<file path="src/hw/rtl/drt_pkg.sv">
`timescale 1ns / 1ps
// ============================================================================
// drt_pkg: shared types and constants of the dirty rectangle tracker
// Request codes, queue command codes, rectangle and command records and the
// register map of the configuration port.
// ============================================================================
package drt_pkg;

    // Request codes carried by s_req_type.
    localparam logic [1:0] REQ_MARK   = 2'd0;
    localparam logic [1:0] REQ_SPRITE = 2'd1;
    localparam logic [1:0] REQ_DRAW   = 2'd2;
    localparam logic [1:0] REQ_FORCE  = 2'd3;

    // Command codes passed from the front end to the back end.
    localparam logic [1:0] CMD_MARK  = 2'd0;
    localparam logic [1:0] CMD_DRAW  = 2'd1;
    localparam logic [1:0] CMD_FORCE = 2'd2;

    // Register indexes of the configuration port.
    localparam logic REG_SCREEN_WIDTH  = 1'b0;
    localparam logic REG_SCREEN_HEIGHT = 1'b1;

    // Register reset values.
    localparam logic [11:0] SCREEN_WIDTH_RST  = 12'd640;
    localparam logic [11:0] SCREEN_HEIGHT_RST = 12'd480;

    // Border added to every marked rectangle in width and height.
    localparam logic [12:0] MARK_BORDER = 13'd4;

    // Command queue geometry.
    localparam int QUEUE_DEPTH = 4;
    localparam int QUEUE_AW    = 2;

    // One widened rectangle as stored in the list (50 bits).
    typedef struct packed {
        logic signed [12:0] x;
        logic signed [12:0] y;
        logic [11:0]        w;
        logic [11:0]        h;
    } rect_t;

    // One command in the queue between front and back end.
    typedef struct packed {
        logic [1:0] op;
        rect_t      rect;
    } cmd_t;

    // Screen size seen by the back end.
    typedef struct packed {
        logic [11:0] screen_width;
        logic [11:0] screen_height;
    } screen_cfg_t;

endpackage

</file>
<file path="src/hw/rtl/dirty_rectangle_tracker.sv">
`timescale 1ns / 1ps
// Path: a full-screen result passes the front-end holding register, a queue slot
// and the output register; a stored rectangle also passes the drain state and the
// registered list read. The front end takes no new request until the held one, both
// halves of a split sprite move, is pushed; a draw drains one stored rectangle per
// cycle while the output is free. Reset: count cleared, full-redraw flag set,
// registers 640 by 480; the list itself is not cleared and needs no clearing pass.
// ============================================================================
// dirty_rectangle_tracker: damaged screen region collector
// Top level: configuration registers, request front end, command queue and
// rectangle list back end.
// ============================================================================
module dirty_rectangle_tracker
    import drt_pkg::*;
#(
    parameter int MAX_RECTS = 32
) (
    input  logic               aclk,
    input  logic               aresetn,
    // Configuration port
    input  logic               psel,
    input  logic               penable,
    input  logic               pwrite,
    input  logic [2:0]         paddr,
    input  logic [31:0]        pwdata,
    output logic [31:0]        prdata,
    output logic               pready,
    // Request channel
    input  logic               s_valid,
    output logic               s_ready,
    input  logic [1:0]         s_req_type,
    input  logic signed [11:0] s_pos_x,
    input  logic signed [11:0] s_pos_y,
    input  logic signed [11:0] s_new_x,
    input  logic signed [11:0] s_new_y,
    input  logic [10:0]        s_size_w,
    input  logic [10:0]        s_size_h,
    // Result channel
    output logic               m_valid,
    input  logic               m_ready,
    output logic signed [12:0] m_rect_x,
    output logic signed [12:0] m_rect_y,
    output logic [11:0]        m_rect_w,
    output logic [11:0]        m_rect_h,
    output logic               m_full_screen,
    output logic               m_last
);

    logic [11:0] screen_width_reg, screen_height_reg;
    screen_cfg_t cfg;
    logic        cfg_write;

    logic        q_push, q_full, q_pop, q_valid;
    cmd_t        push_cmd, head_cmd;

    // Configuration registers.
    assign pready    = 1'b1;
    assign cfg_write = psel && penable && pwrite && pready;

    always_ff @(posedge aclk) begin
        if (!aresetn) begin
            screen_width_reg  <= SCREEN_WIDTH_RST;
            screen_height_reg <= SCREEN_HEIGHT_RST;
        end else if (cfg_write) begin
            if (paddr[2] == REG_SCREEN_WIDTH) begin
                screen_width_reg <= pwdata[11:0];
            end else begin
                screen_height_reg <= pwdata[11:0];
            end
        end
    end

    assign prdata = (paddr[2] == REG_SCREEN_HEIGHT) ? {20'd0, screen_height_reg}
                                                    : {20'd0, screen_width_reg};

    assign cfg.screen_width  = screen_width_reg;
    assign cfg.screen_height = screen_height_reg;

    // Request intake.
    drt_front u_front (
        .aclk       (aclk),
        .aresetn    (aresetn),
        .s_valid    (s_valid),
        .s_ready    (s_ready),
        .s_req_type (s_req_type),
        .s_pos_x    (s_pos_x),
        .s_pos_y    (s_pos_y),
        .s_new_x    (s_new_x),
        .s_new_y    (s_new_y),
        .s_size_w   (s_size_w),
        .s_size_h   (s_size_h),
        .q_push     (q_push),
        .q_cmd      (push_cmd),
        .q_full     (q_full)
    );

    // Command queue.
    drt_queue u_queue (
        .aclk       (aclk),
        .aresetn    (aresetn),
        .push       (q_push),
        .push_cmd   (push_cmd),
        .full       (q_full),
        .pop        (q_pop),
        .head_valid (q_valid),
        .head_cmd   (head_cmd)
    );

    // Rectangle list and draw sequencer.
    drt_back #(
        .MAX_RECTS (MAX_RECTS)
    ) u_back (
        .aclk          (aclk),
        .aresetn       (aresetn),
        .cfg           (cfg),
        .q_valid       (q_valid),
        .q_cmd         (head_cmd),
        .q_pop         (q_pop),
        .m_valid       (m_valid),
        .m_ready       (m_ready),
        .m_rect_x      (m_rect_x),
        .m_rect_y      (m_rect_y),
        .m_rect_w      (m_rect_w),
        .m_rect_h      (m_rect_h),
        .m_full_screen (m_full_screen),
        .m_last        (m_last)
    );

endmodule

</file>
<file path="src/hw/rtl/drt_front.sv">
`timescale 1ns / 1ps
// ============================================================================
// drt_front: request intake and classification
// Holds one request, widens mark rectangles, coalesces or splits sprite moves
// and pushes one or two commands into the command queue.
// ============================================================================
module drt_front
    import drt_pkg::*;
(
    input  logic               aclk,
    input  logic               aresetn,
    input  logic               s_valid,
    output logic               s_ready,
    input  logic [1:0]         s_req_type,
    input  logic signed [11:0] s_pos_x,
    input  logic signed [11:0] s_pos_y,
    input  logic signed [11:0] s_new_x,
    input  logic signed [11:0] s_new_y,
    input  logic [10:0]        s_size_w,
    input  logic [10:0]        s_size_h,
    output logic               q_push,
    output cmd_t               q_cmd,
    input  logic               q_full
);

    logic               item_valid_reg, item_valid_next;
    logic               phase_reg, phase_next;
    logic [1:0]         req_reg;
    logic signed [11:0] px_reg, py_reg, nx_reg, ny_reg;
    logic [10:0]        sw_reg, sh_reg;

    logic signed [12:0] dx, dy;
    logic [11:0]        abs_dx, abs_dy;
    logic               coalesce;
    logic signed [11:0] min_x, min_y;
    logic               accept;

    assign s_ready = !item_valid_reg;
    assign accept  = s_valid && s_ready;

    // Request holding register.
    always_ff @(posedge aclk) begin
        if (accept) begin
            req_reg <= s_req_type;
            px_reg  <= s_pos_x;
            py_reg  <= s_pos_y;
            nx_reg  <= s_new_x;
            ny_reg  <= s_new_y;
            sw_reg  <= s_size_w;
            sh_reg  <= s_size_h;
        end
    end

    // Sprite offsets and the coalescing test.
    always_comb begin
        dx       = {nx_reg[11], nx_reg} - {px_reg[11], px_reg};
        dy       = {ny_reg[11], ny_reg} - {py_reg[11], py_reg};
        abs_dx   = dx[12] ? 12'(-dx) : dx[11:0];
        abs_dy   = dy[12] ? 12'(-dy) : dy[11:0];
        coalesce = (abs_dx < {2'b00, sw_reg[10:1]}) && (abs_dy < {2'b00, sh_reg[10:1]});
        min_x    = (nx_reg < px_reg) ? nx_reg : px_reg;
        min_y    = (ny_reg < py_reg) ? ny_reg : py_reg;
    end

    // Command build and sequencing of split sprite moves.
    always_comb begin
        logic signed [11:0] base_x;
        logic signed [11:0] base_y;
        logic [12:0]        ext_w;
        logic [12:0]        ext_h;
        logic               done;

        base_x = px_reg;
        base_y = py_reg;
        ext_w  = {2'b00, sw_reg};
        ext_h  = {2'b00, sh_reg};
        done   = 1'b1;
        q_cmd.op = CMD_MARK;

        case (req_reg)
            REQ_MARK: begin
                q_cmd.op = CMD_MARK;
            end
            REQ_SPRITE: begin
                q_cmd.op = CMD_MARK;
                if (coalesce) begin
                    base_x = min_x;
                    base_y = min_y;
                    ext_w  = {1'b0, abs_dx} + {2'b00, sw_reg};
                    ext_h  = {1'b0, abs_dy} + {2'b00, sh_reg};
                end else if (phase_reg) begin
                    base_x = nx_reg;
                    base_y = ny_reg;
                end else begin
                    done = 1'b0;
                end
            end
            REQ_DRAW: begin
                q_cmd.op = CMD_DRAW;
            end
            default: begin
                q_cmd.op = CMD_FORCE;
            end
        endcase

        q_cmd.rect.x = {base_x[11], base_x} - 13'sd1;
        q_cmd.rect.y = {base_y[11], base_y} - 13'sd1;
        q_cmd.rect.w = 12'(ext_w + MARK_BORDER);
        q_cmd.rect.h = 12'(ext_h + MARK_BORDER);

        q_push          = item_valid_reg && !q_full;
        item_valid_next = item_valid_reg;
        phase_next      = phase_reg;
        if (accept) begin
            item_valid_next = 1'b1;
            phase_next      = 1'b0;
        end else if (q_push) begin
            if (done) begin
                item_valid_next = 1'b0;
                phase_next      = 1'b0;
            end else begin
                phase_next = 1'b1;
            end
        end
    end

    always_ff @(posedge aclk) begin
        if (!aresetn) begin
            item_valid_reg <= 1'b0;
            phase_reg      <= 1'b0;
        end else begin
            item_valid_reg <= item_valid_next;
            phase_reg      <= phase_next;
        end
    end

endmodule

</file>
<file path="src/hw/rtl/drt_queue.sv">
`timescale 1ns / 1ps
// ============================================================================
// drt_queue: command queue between front and back end
// A small first-in first-out buffer of commands; the head is read directly.
// ============================================================================
module drt_queue
    import drt_pkg::*;
(
    input  logic aclk,
    input  logic aresetn,
    input  logic push,
    input  cmd_t push_cmd,
    output logic full,
    input  logic pop,
    output logic head_valid,
    output cmd_t head_cmd
);

    cmd_t                slot_reg [QUEUE_DEPTH];
    logic [QUEUE_AW-1:0] wr_ptr_reg, wr_ptr_next;
    logic [QUEUE_AW-1:0] rd_ptr_reg, rd_ptr_next;
    logic [QUEUE_AW:0]   fill_reg, fill_next;
    logic                do_push, do_pop;

    assign full       = (fill_reg == (QUEUE_AW + 1)'(QUEUE_DEPTH));
    assign head_valid = (fill_reg != '0);
    assign head_cmd   = slot_reg[rd_ptr_reg];
    assign do_push    = push && !full;
    assign do_pop     = pop && head_valid;

    // Pointer and fill level update.
    always_comb begin
        wr_ptr_next = do_push ? wr_ptr_reg + 1'b1 : wr_ptr_reg;
        rd_ptr_next = do_pop ? rd_ptr_reg + 1'b1 : rd_ptr_reg;
        fill_next   = fill_reg;
        if (do_push && !do_pop) begin
            fill_next = fill_reg + 1'b1;
        end else if (do_pop && !do_push) begin
            fill_next = fill_reg - 1'b1;
        end
    end

    always_ff @(posedge aclk) begin
        if (!aresetn) begin
            wr_ptr_reg <= '0;
            rd_ptr_reg <= '0;
            fill_reg   <= '0;
        end else begin
            wr_ptr_reg <= wr_ptr_next;
            rd_ptr_reg <= rd_ptr_next;
            fill_reg   <= fill_next;
        end
    end

    // Slot storage.
    always_ff @(posedge aclk) begin
        if (do_push) begin
            slot_reg[wr_ptr_reg] <= push_cmd;
        end
    end

endmodule

</file>
<file path="src/hw/rtl/drt_back.sv">
`timescale 1ns / 1ps
// ============================================================================
// drt_back: rectangle list and draw sequencer
// Executes queued commands against the rectangle list and the full-redraw
// flag, and drains the list one result per cycle while the output is free on a draw request.
// ============================================================================
module drt_back
    import drt_pkg::*;
#(
    parameter int MAX_RECTS = 32
) (
    input  logic               aclk,
    input  logic               aresetn,
    input  screen_cfg_t        cfg,
    input  logic               q_valid,
    input  cmd_t               q_cmd,
    output logic               q_pop,
    output logic               m_valid,
    input  logic               m_ready,
    output logic signed [12:0] m_rect_x,
    output logic signed [12:0] m_rect_y,
    output logic [11:0]        m_rect_w,
    output logic [11:0]        m_rect_h,
    output logic               m_full_screen,
    output logic               m_last
);

    localparam int CW = $clog2(MAX_RECTS + 1);
    localparam int AW = (MAX_RECTS > 1) ? $clog2(MAX_RECTS) : 1;

    localparam logic ST_IDLE  = 1'b0;
    localparam logic ST_DRAIN = 1'b1;

    rect_t   mem [MAX_RECTS];
    rect_t   rd_data_reg;

    logic          state_reg, state_next;
    logic [CW-1:0] count_reg, count_next;
    logic [CW-1:0] idx_reg, idx_next;
    logic          flag_reg, flag_next;
    logic          m_valid_reg, m_valid_next;
    logic          fs_reg, fs_next;
    logic          last_reg, last_next;
    logic          mem_we, rd_en;
    logic          out_free;
    logic          list_full;
    logic          drain_last;

    assign out_free   = !m_valid_reg || m_ready;
    assign list_full  = (count_reg == CW'(MAX_RECTS));
    assign drain_last = ((idx_reg + 1'b1) == count_reg);

    // Command execution and drain sequencing.
    always_comb begin
        state_next   = state_reg;
        count_next   = count_reg;
        idx_next     = idx_reg;
        flag_next    = flag_reg;
        fs_next      = fs_reg;
        last_next    = last_reg;
        m_valid_next = m_valid_reg && !m_ready;
        q_pop        = 1'b0;
        mem_we       = 1'b0;
        rd_en        = 1'b0;

        case (state_reg)
            ST_IDLE: begin
                if (q_valid) begin
                    case (q_cmd.op)
                        CMD_MARK: begin
                            q_pop = 1'b1;
                            if (flag_reg || list_full) begin
                                flag_next = 1'b1;
                            end else begin
                                mem_we     = 1'b1;
                                count_next = count_reg + 1'b1;
                            end
                        end
                        CMD_DRAW: begin
                            if (flag_reg) begin
                                if (out_free) begin
                                    q_pop        = 1'b1;
                                    m_valid_next = 1'b1;
                                    fs_next      = 1'b1;
                                    last_next    = 1'b1;
                                    flag_next    = 1'b0;
                                    count_next   = '0;
                                end
                            end else if (count_reg == '0) begin
                                q_pop = 1'b1;
                            end else begin
                                q_pop      = 1'b1;
                                idx_next   = '0;
                                state_next = ST_DRAIN;
                            end
                        end
                        CMD_FORCE: begin
                            q_pop     = 1'b1;
                            flag_next = 1'b1;
                        end
                        default: begin
                            q_pop = 1'b1;
                        end
                    endcase
                end
            end
            ST_DRAIN: begin
                if (out_free) begin
                    rd_en        = 1'b1;
                    m_valid_next = 1'b1;
                    fs_next      = 1'b0;
                    last_next    = drain_last;
                    idx_next     = idx_reg + 1'b1;
                    if (drain_last) begin
                        count_next = '0;
                        flag_next  = 1'b0;
                        state_next = ST_IDLE;
                    end
                end
            end
            default: begin
                state_next = ST_IDLE;
            end
        endcase
    end

    always_ff @(posedge aclk) begin
        if (!aresetn) begin
            state_reg   <= ST_IDLE;
            count_reg   <= '0;
            idx_reg     <= '0;
            flag_reg    <= 1'b1;
            m_valid_reg <= 1'b0;
            fs_reg      <= 1'b0;
            last_reg    <= 1'b0;
        end else begin
            state_reg   <= state_next;
            count_reg   <= count_next;
            idx_reg     <= idx_next;
            flag_reg    <= flag_next;
            m_valid_reg <= m_valid_next;
            fs_reg      <= fs_next;
            last_reg    <= last_next;
        end
    end

    // Rectangle list: one write port, one registered read port.
    always_ff @(posedge aclk) begin
        if (mem_we) begin
            mem[count_reg[AW-1:0]] <= q_cmd.rect;
        end
        if (rd_en) begin
            rd_data_reg <= mem[idx_reg[AW-1:0]];
        end
    end

    // Result fields: the full-screen result overrides the read data.
    assign m_valid       = m_valid_reg;
    assign m_rect_x      = fs_reg ? 13'sd0 : rd_data_reg.x;
    assign m_rect_y      = fs_reg ? 13'sd0 : rd_data_reg.y;
    assign m_rect_w      = fs_reg ? cfg.screen_width : rd_data_reg.w;
    assign m_rect_h      = fs_reg ? cfg.screen_height : rd_data_reg.h;
    assign m_full_screen = fs_reg;
    assign m_last        = last_reg;

`ifndef NO_ASSERTIONS
    // The list never holds more entries than it has room for.
    a_count_bound: assert property (@(posedge aclk) disable iff (!aresetn)
        count_reg <= CW'(MAX_RECTS))
        else $error("rectangle count above list size");

    // A drain only reads entries that were written.
    a_drain_index: assert property (@(posedge aclk) disable iff (!aresetn)
        (state_reg == ST_DRAIN) |-> (idx_reg < count_reg))
        else $error("drain index past stored entries");

    // A drain runs only while no full redraw is pending.
    a_drain_flag: assert property (@(posedge aclk) disable iff (!aresetn)
        (state_reg == ST_DRAIN) |-> !flag_reg)
        else $error("drain with full redraw pending");

    // A command is taken from the queue only when one is there.
    a_pop_valid: assert property (@(posedge aclk) disable iff (!aresetn)
        q_pop |-> q_valid)
        else $error("command pop from empty queue");
`endif

endmodule
</file>
<file path="config.mk">
export PLATFORM = sky130hd
export DESIGN_NAME = dirty_rectangle_tracker
export DESIGN_NICKNAME = d
export VERILOG_FILES = /design/src/hw/rtl/drt_pkg.sv /design/src/hw/rtl/dirty_rectangle_tracker.sv /design/src/hw/rtl/drt_front.sv /design/src/hw/rtl/drt_queue.sv /design/src/hw/rtl/drt_back.sv
export SDC_FILE = /design/constraint.sdc
export NUM_CORES = 2
export LEC_CHECK = 0
export BUFFER_PORTS_ARGS = -buffer_cell sky130_fd_sc_hd__buf_2
export CORE_ASPECT_RATIO = 0.75
export CORE_UTILIZATION = 56
export DETAILED_ROUTE_END_ITERATION = 16
export MAX_ROUTING_LAYER = met4
export PLACE_DENSITY = 0.8
export SLEW_MARGIN = 0
export SYNTH_ARGS = -nofsm -noshare
export SYNTH_HDL_FRONTEND = slang
export SYNTH_SLANG_ARGS = --single-unit
</file>
<file path="constraint.sdc">
create_clock -name aclk -period 6.06 [get_ports aclk]
set_input_delay 1.515 -clock aclk [delete_from_list [all_inputs] [get_ports aclk]]
set_output_delay 1.515 -clock aclk [all_outputs]
set_load 0.03 [all_outputs]
</file>
==> flow_metrics.tcl <==
set metrics [dict create \
    die-width_um 438 \
    track_usage_pct 29.8 \
    routedWlPerCell_um 33.6 \
    layout_commonest_cell "edfxtp_1" \
    synth_top_area_share_pct 72.6 \
    cp_slowest_cell "edfxtp_1" \
    cts_buffers 178 \
    drt-total-wl_um 207000 \
    path_buf_inv 2 \
    holdPathStages 2 \
    skew_ns 0.0415 \
    yosysSeqAreaShare_pct 73.9 \
    layout-drive-gt1-share_pct 31.4 \
    reg2regPathDepth 24 \
    dpl_worst_slack_ns -0.270 \
    hpwl_um 108000 \
    ys.flop_type "edfxtp_1" \
    syn2layout_area_growth_pct 12.9 \
    critical_path_class "flip-flop to flip-flop" \
    synth_area_mm2 0.0799 \
    dieArea_mm2 0.144 \
    ff2ff_setup_slack_ns 0.20 \
    antenna_found_initial 6 \
    drt_pass1_iterations 6 \
    async_flop_share_pct 0 \
    ant_nets 0 \
    critPathCaptureType "flip-flop" \
    seq_power_share_pct 52.3 \
    tightest_slew_ns 1.21 \
    drt_iter0_markers 6186 \
    slowest_delay_ns 0.46 \
    clkTransAtPathRegs_ns 0.06 \
    path_max_fanout 6 \
    grt_pass1_vias 41500 \
    combPwrFrac_pct 13.5 \
    synthTopCellsByArea "edfxtp_1 (73%), mux4_2 (16%), dfxtp_1 (1.3%), ha_1 (1.3%), mux2_2 (1.3%)" \
    ctsLongestPathBuffers 3 \
    post-route-min-period_ns 5.86 \
    hold_path_end "screen_height_reg[6]" \
    cts_tree "yes" \
    die_h_um 329 \
    drc 0 \
    synth_area_per_cell_um2 20.9 \
    cap_violations 0 \
    clk_latency_ns 0.84 \
    viasPerCell 6.72 \
    worst-path-stages 24 \
    crit_chain "ha_1 -> or2_1 -> o221a_4 -> or4_4 -> a32oi_2 -> and2_4 -> a21oi_1 -> xnor2_2 -> ha_1 -> a211oi_2 -> buf_4 -> nand3_1 -> a2bb2oi_2 -> a211oi_2 -> o211a_1 -> and4bb_4 -> mux2_4 -> a21oi_4 -> ha_2 -> inv_2 -> or3_4 -> xnor2_2 -> nor2_1 -> a21oi_2" \
    largest_reg_flops 1600 \
    synth-edff-count 1930 \
    ios 201 \
    p_clk_share_pct 34.2 \
    start_kind "flip-flop" \
    netlist_instances 3820 \
    ir_drop_v 0.000292 \
    leakage_nw 28.2 \
    internal_power_w 0.0243 \
    slew_headroom_pct 18.9 \
    nNetsFinal 4341 \
    cp_data_arrival_time_ns 6.41 \
    utilization_pct 63.9 \
    final_cell_mix "edfxtp_1 (1930), mux4_2 (552), clkbuf_16 (179)" \
    cts.sinks 1982 \
    grt_max_degree 82 \
    row_count 119 \
    p_total_w 0.0327 \
    yosysTopAreaCell "edfxtp_1" \
    root_buffer "clkbuf_16" \
    gp_congestion 0.874 \
    r2r_start "u_front.ny_reg[3]" \
    grt_pass1_wl_um 294000 \
    setup_viol 0 \
    final_max_slew_viol_count 0 \
    fmax_ghz 0.171 \
    start_util_pct 56.6 \
    grt_overflow_total 0 \
    crit_required_ns 6.61 \
    yosys_warnings 0 \
    switchingPower_w 0.00848 \
    hp-start "screen_height_reg[6]" \
    synthDistinctLibCells 85 \
    fin_crit_sh_pct 96.7 \
    r2r-end "u_queue.slot_reg[1][30]" \
    status "completed" \
    core_mm2 0.141 \
    switching_share_pct 25.9 \
    cts_htree_levels 4 \
    hold_viol 0 \
    via_count 41500 \
    cp_top_family "simple AND/OR/NAND/NOR gates" \
    fin_ws_ns 0.201 \
    power.density_mw_per_mm2 363 \
    hold_class "flip-flop to flip-flop" \
    ys_ff_latch 1982 \
    port-buffer-count 157 \
]
## per-layer routing
layer / track usage, % / share of wire [%] / vias to the layer above / routed length, um
li1: - / - / 16400 / -
met1: 39.3 / 36 / 21500 / 74900
met2: 46.9 / 49 / 3111 / 102000
met3: 5.48 / 11 / 501 / 22300
met4: 10.7 / 3.9 / 0 / 8100
met5: - / 0 / - / 0
## stage by stage
stage / hold WS [ns] / cells / cell area (um^2) / setup TNS [ns]
global route: 0.509 / 6170 / 90100 / -1.05
detailed placement: 0.470 / 5813 / 83900 / -5.66
finish: 0.480 / 6172 / 90100 / 0
global placement: 0.460 / 5813 / 83900 / -0.0345
floorplan: 0.450 / 3839 / 79900 / 0
CTS: 0.479 / 6152 / 89700 / 0
## how the worst max path moves through the flow
| stage | start | end | slack [ns] |
|---|---|---|---|
| CTS | u_front.py_reg[2] | u_queue.slot_reg[0][10] | 0.008 |
| global placement | u_front.px_reg[0] | u_queue.slot_reg[0][45] | -0.007 |
| finish | u_front.ny_reg[3] | u_queue.slot_reg[1][30] | 0.20 |
| floorplan | u_front.nx_reg[0] | u_queue.slot_reg[0][30] | 0.05 |
| detailed placement | u_front.py_reg[2] | u_queue.slot_reg[0][45] | -0.27 |
| global route | u_front.px_reg[0] | u_queue.slot_reg[2][47] | -0.07 |
## power by group through the flow
stage	Sequential, W	Combinational (W)	Clock [W]
after global routing	0.0171	0.00470	0.0118
after detailed placement	0.0174	0.00418	0
after global placement	0.0174	0.00401	0
after CTS	0.0171	0.00427	0.0113
after floorplan	0.0172	0.00280	0
final	0.0171	0.00442	0.0112
## logic make-up (layout without fill, tap and decap cells)
logic type | Yosys count | after routing | synth area share, %
other | 2 | 27 | 0.00940
buffers and inverters | 276 | 728 | 1.44
AOI/OAI and AO/OA | 233 | 233 | 1.99
and+or+nand+nor | 455 | 455 | 2.81
xor gates and xnor gates | 119 | 119 | 1.31
adders and majority gates | 87 | 87 | 1.41
DFF | 1982 | 1982 | 73.9
muxes | 666 | 666 | 17.2
## worst register-to-register path, delay by kind of cell (launching register included)
kind            cells  cell delay, ns
compound gates      9            1.62
xor+xnor            2            0.32
fa+ha+maj           3            0.78
buf+inv             2            0.21
flops               1            0.46
mux                 1            0.38
simple gates        7            1.82
## area by class of cell
| class | count | area (um^2) |
|---|---|---|
| diodes | 6 | 15.0 |
| well taps | 1875 | 2350 |
| fillers | 8798 | 50900 |
| repair buffers | 317 | 2340 |
| multi-input cells | 1581 | 20400 |
| clock buffers | 216 | 4640 |
| clock inverters | 115 | 1090 |
| inverters | 80 | 302 |
| flip-flops and latches | 1982 | 59000 |
## synthesized netlist by cell type (all sizes together), types with 7 or more instances
cell / count
and2: 19
ha: 82
a211oi: 8
nor2b: 49
buf: 71
a21oi: 68
edfxtp: 1930
nand4: 7
and3: 8
o21ai: 37
xor2: 28
mux2: 93
or3: 9
clkbuf: 125
mux2i: 21
a21o: 16
nor4: 11
a31oi: 13
nor2: 121
nor3: 24
xnor2: 91
o21a: 8
mux4: 552
inv: 80
o21bai: 10
nand2b: 9
a21boi: 27
nand3: 47
dfxtp: 52
nand2: 118
nand3b: 8
## what timing repair did
action | 4_1_cts | 5_1_grt
resized for setup | 13 | 71
pin swaps | 6 | 27
cloned | 0 | 0
hold buffers | 0 | 0
buffers inserted | 8 | 16
setup endpoints to repair | 40 | 96
No activity file was read; power rests on OpenSTA's default activity.
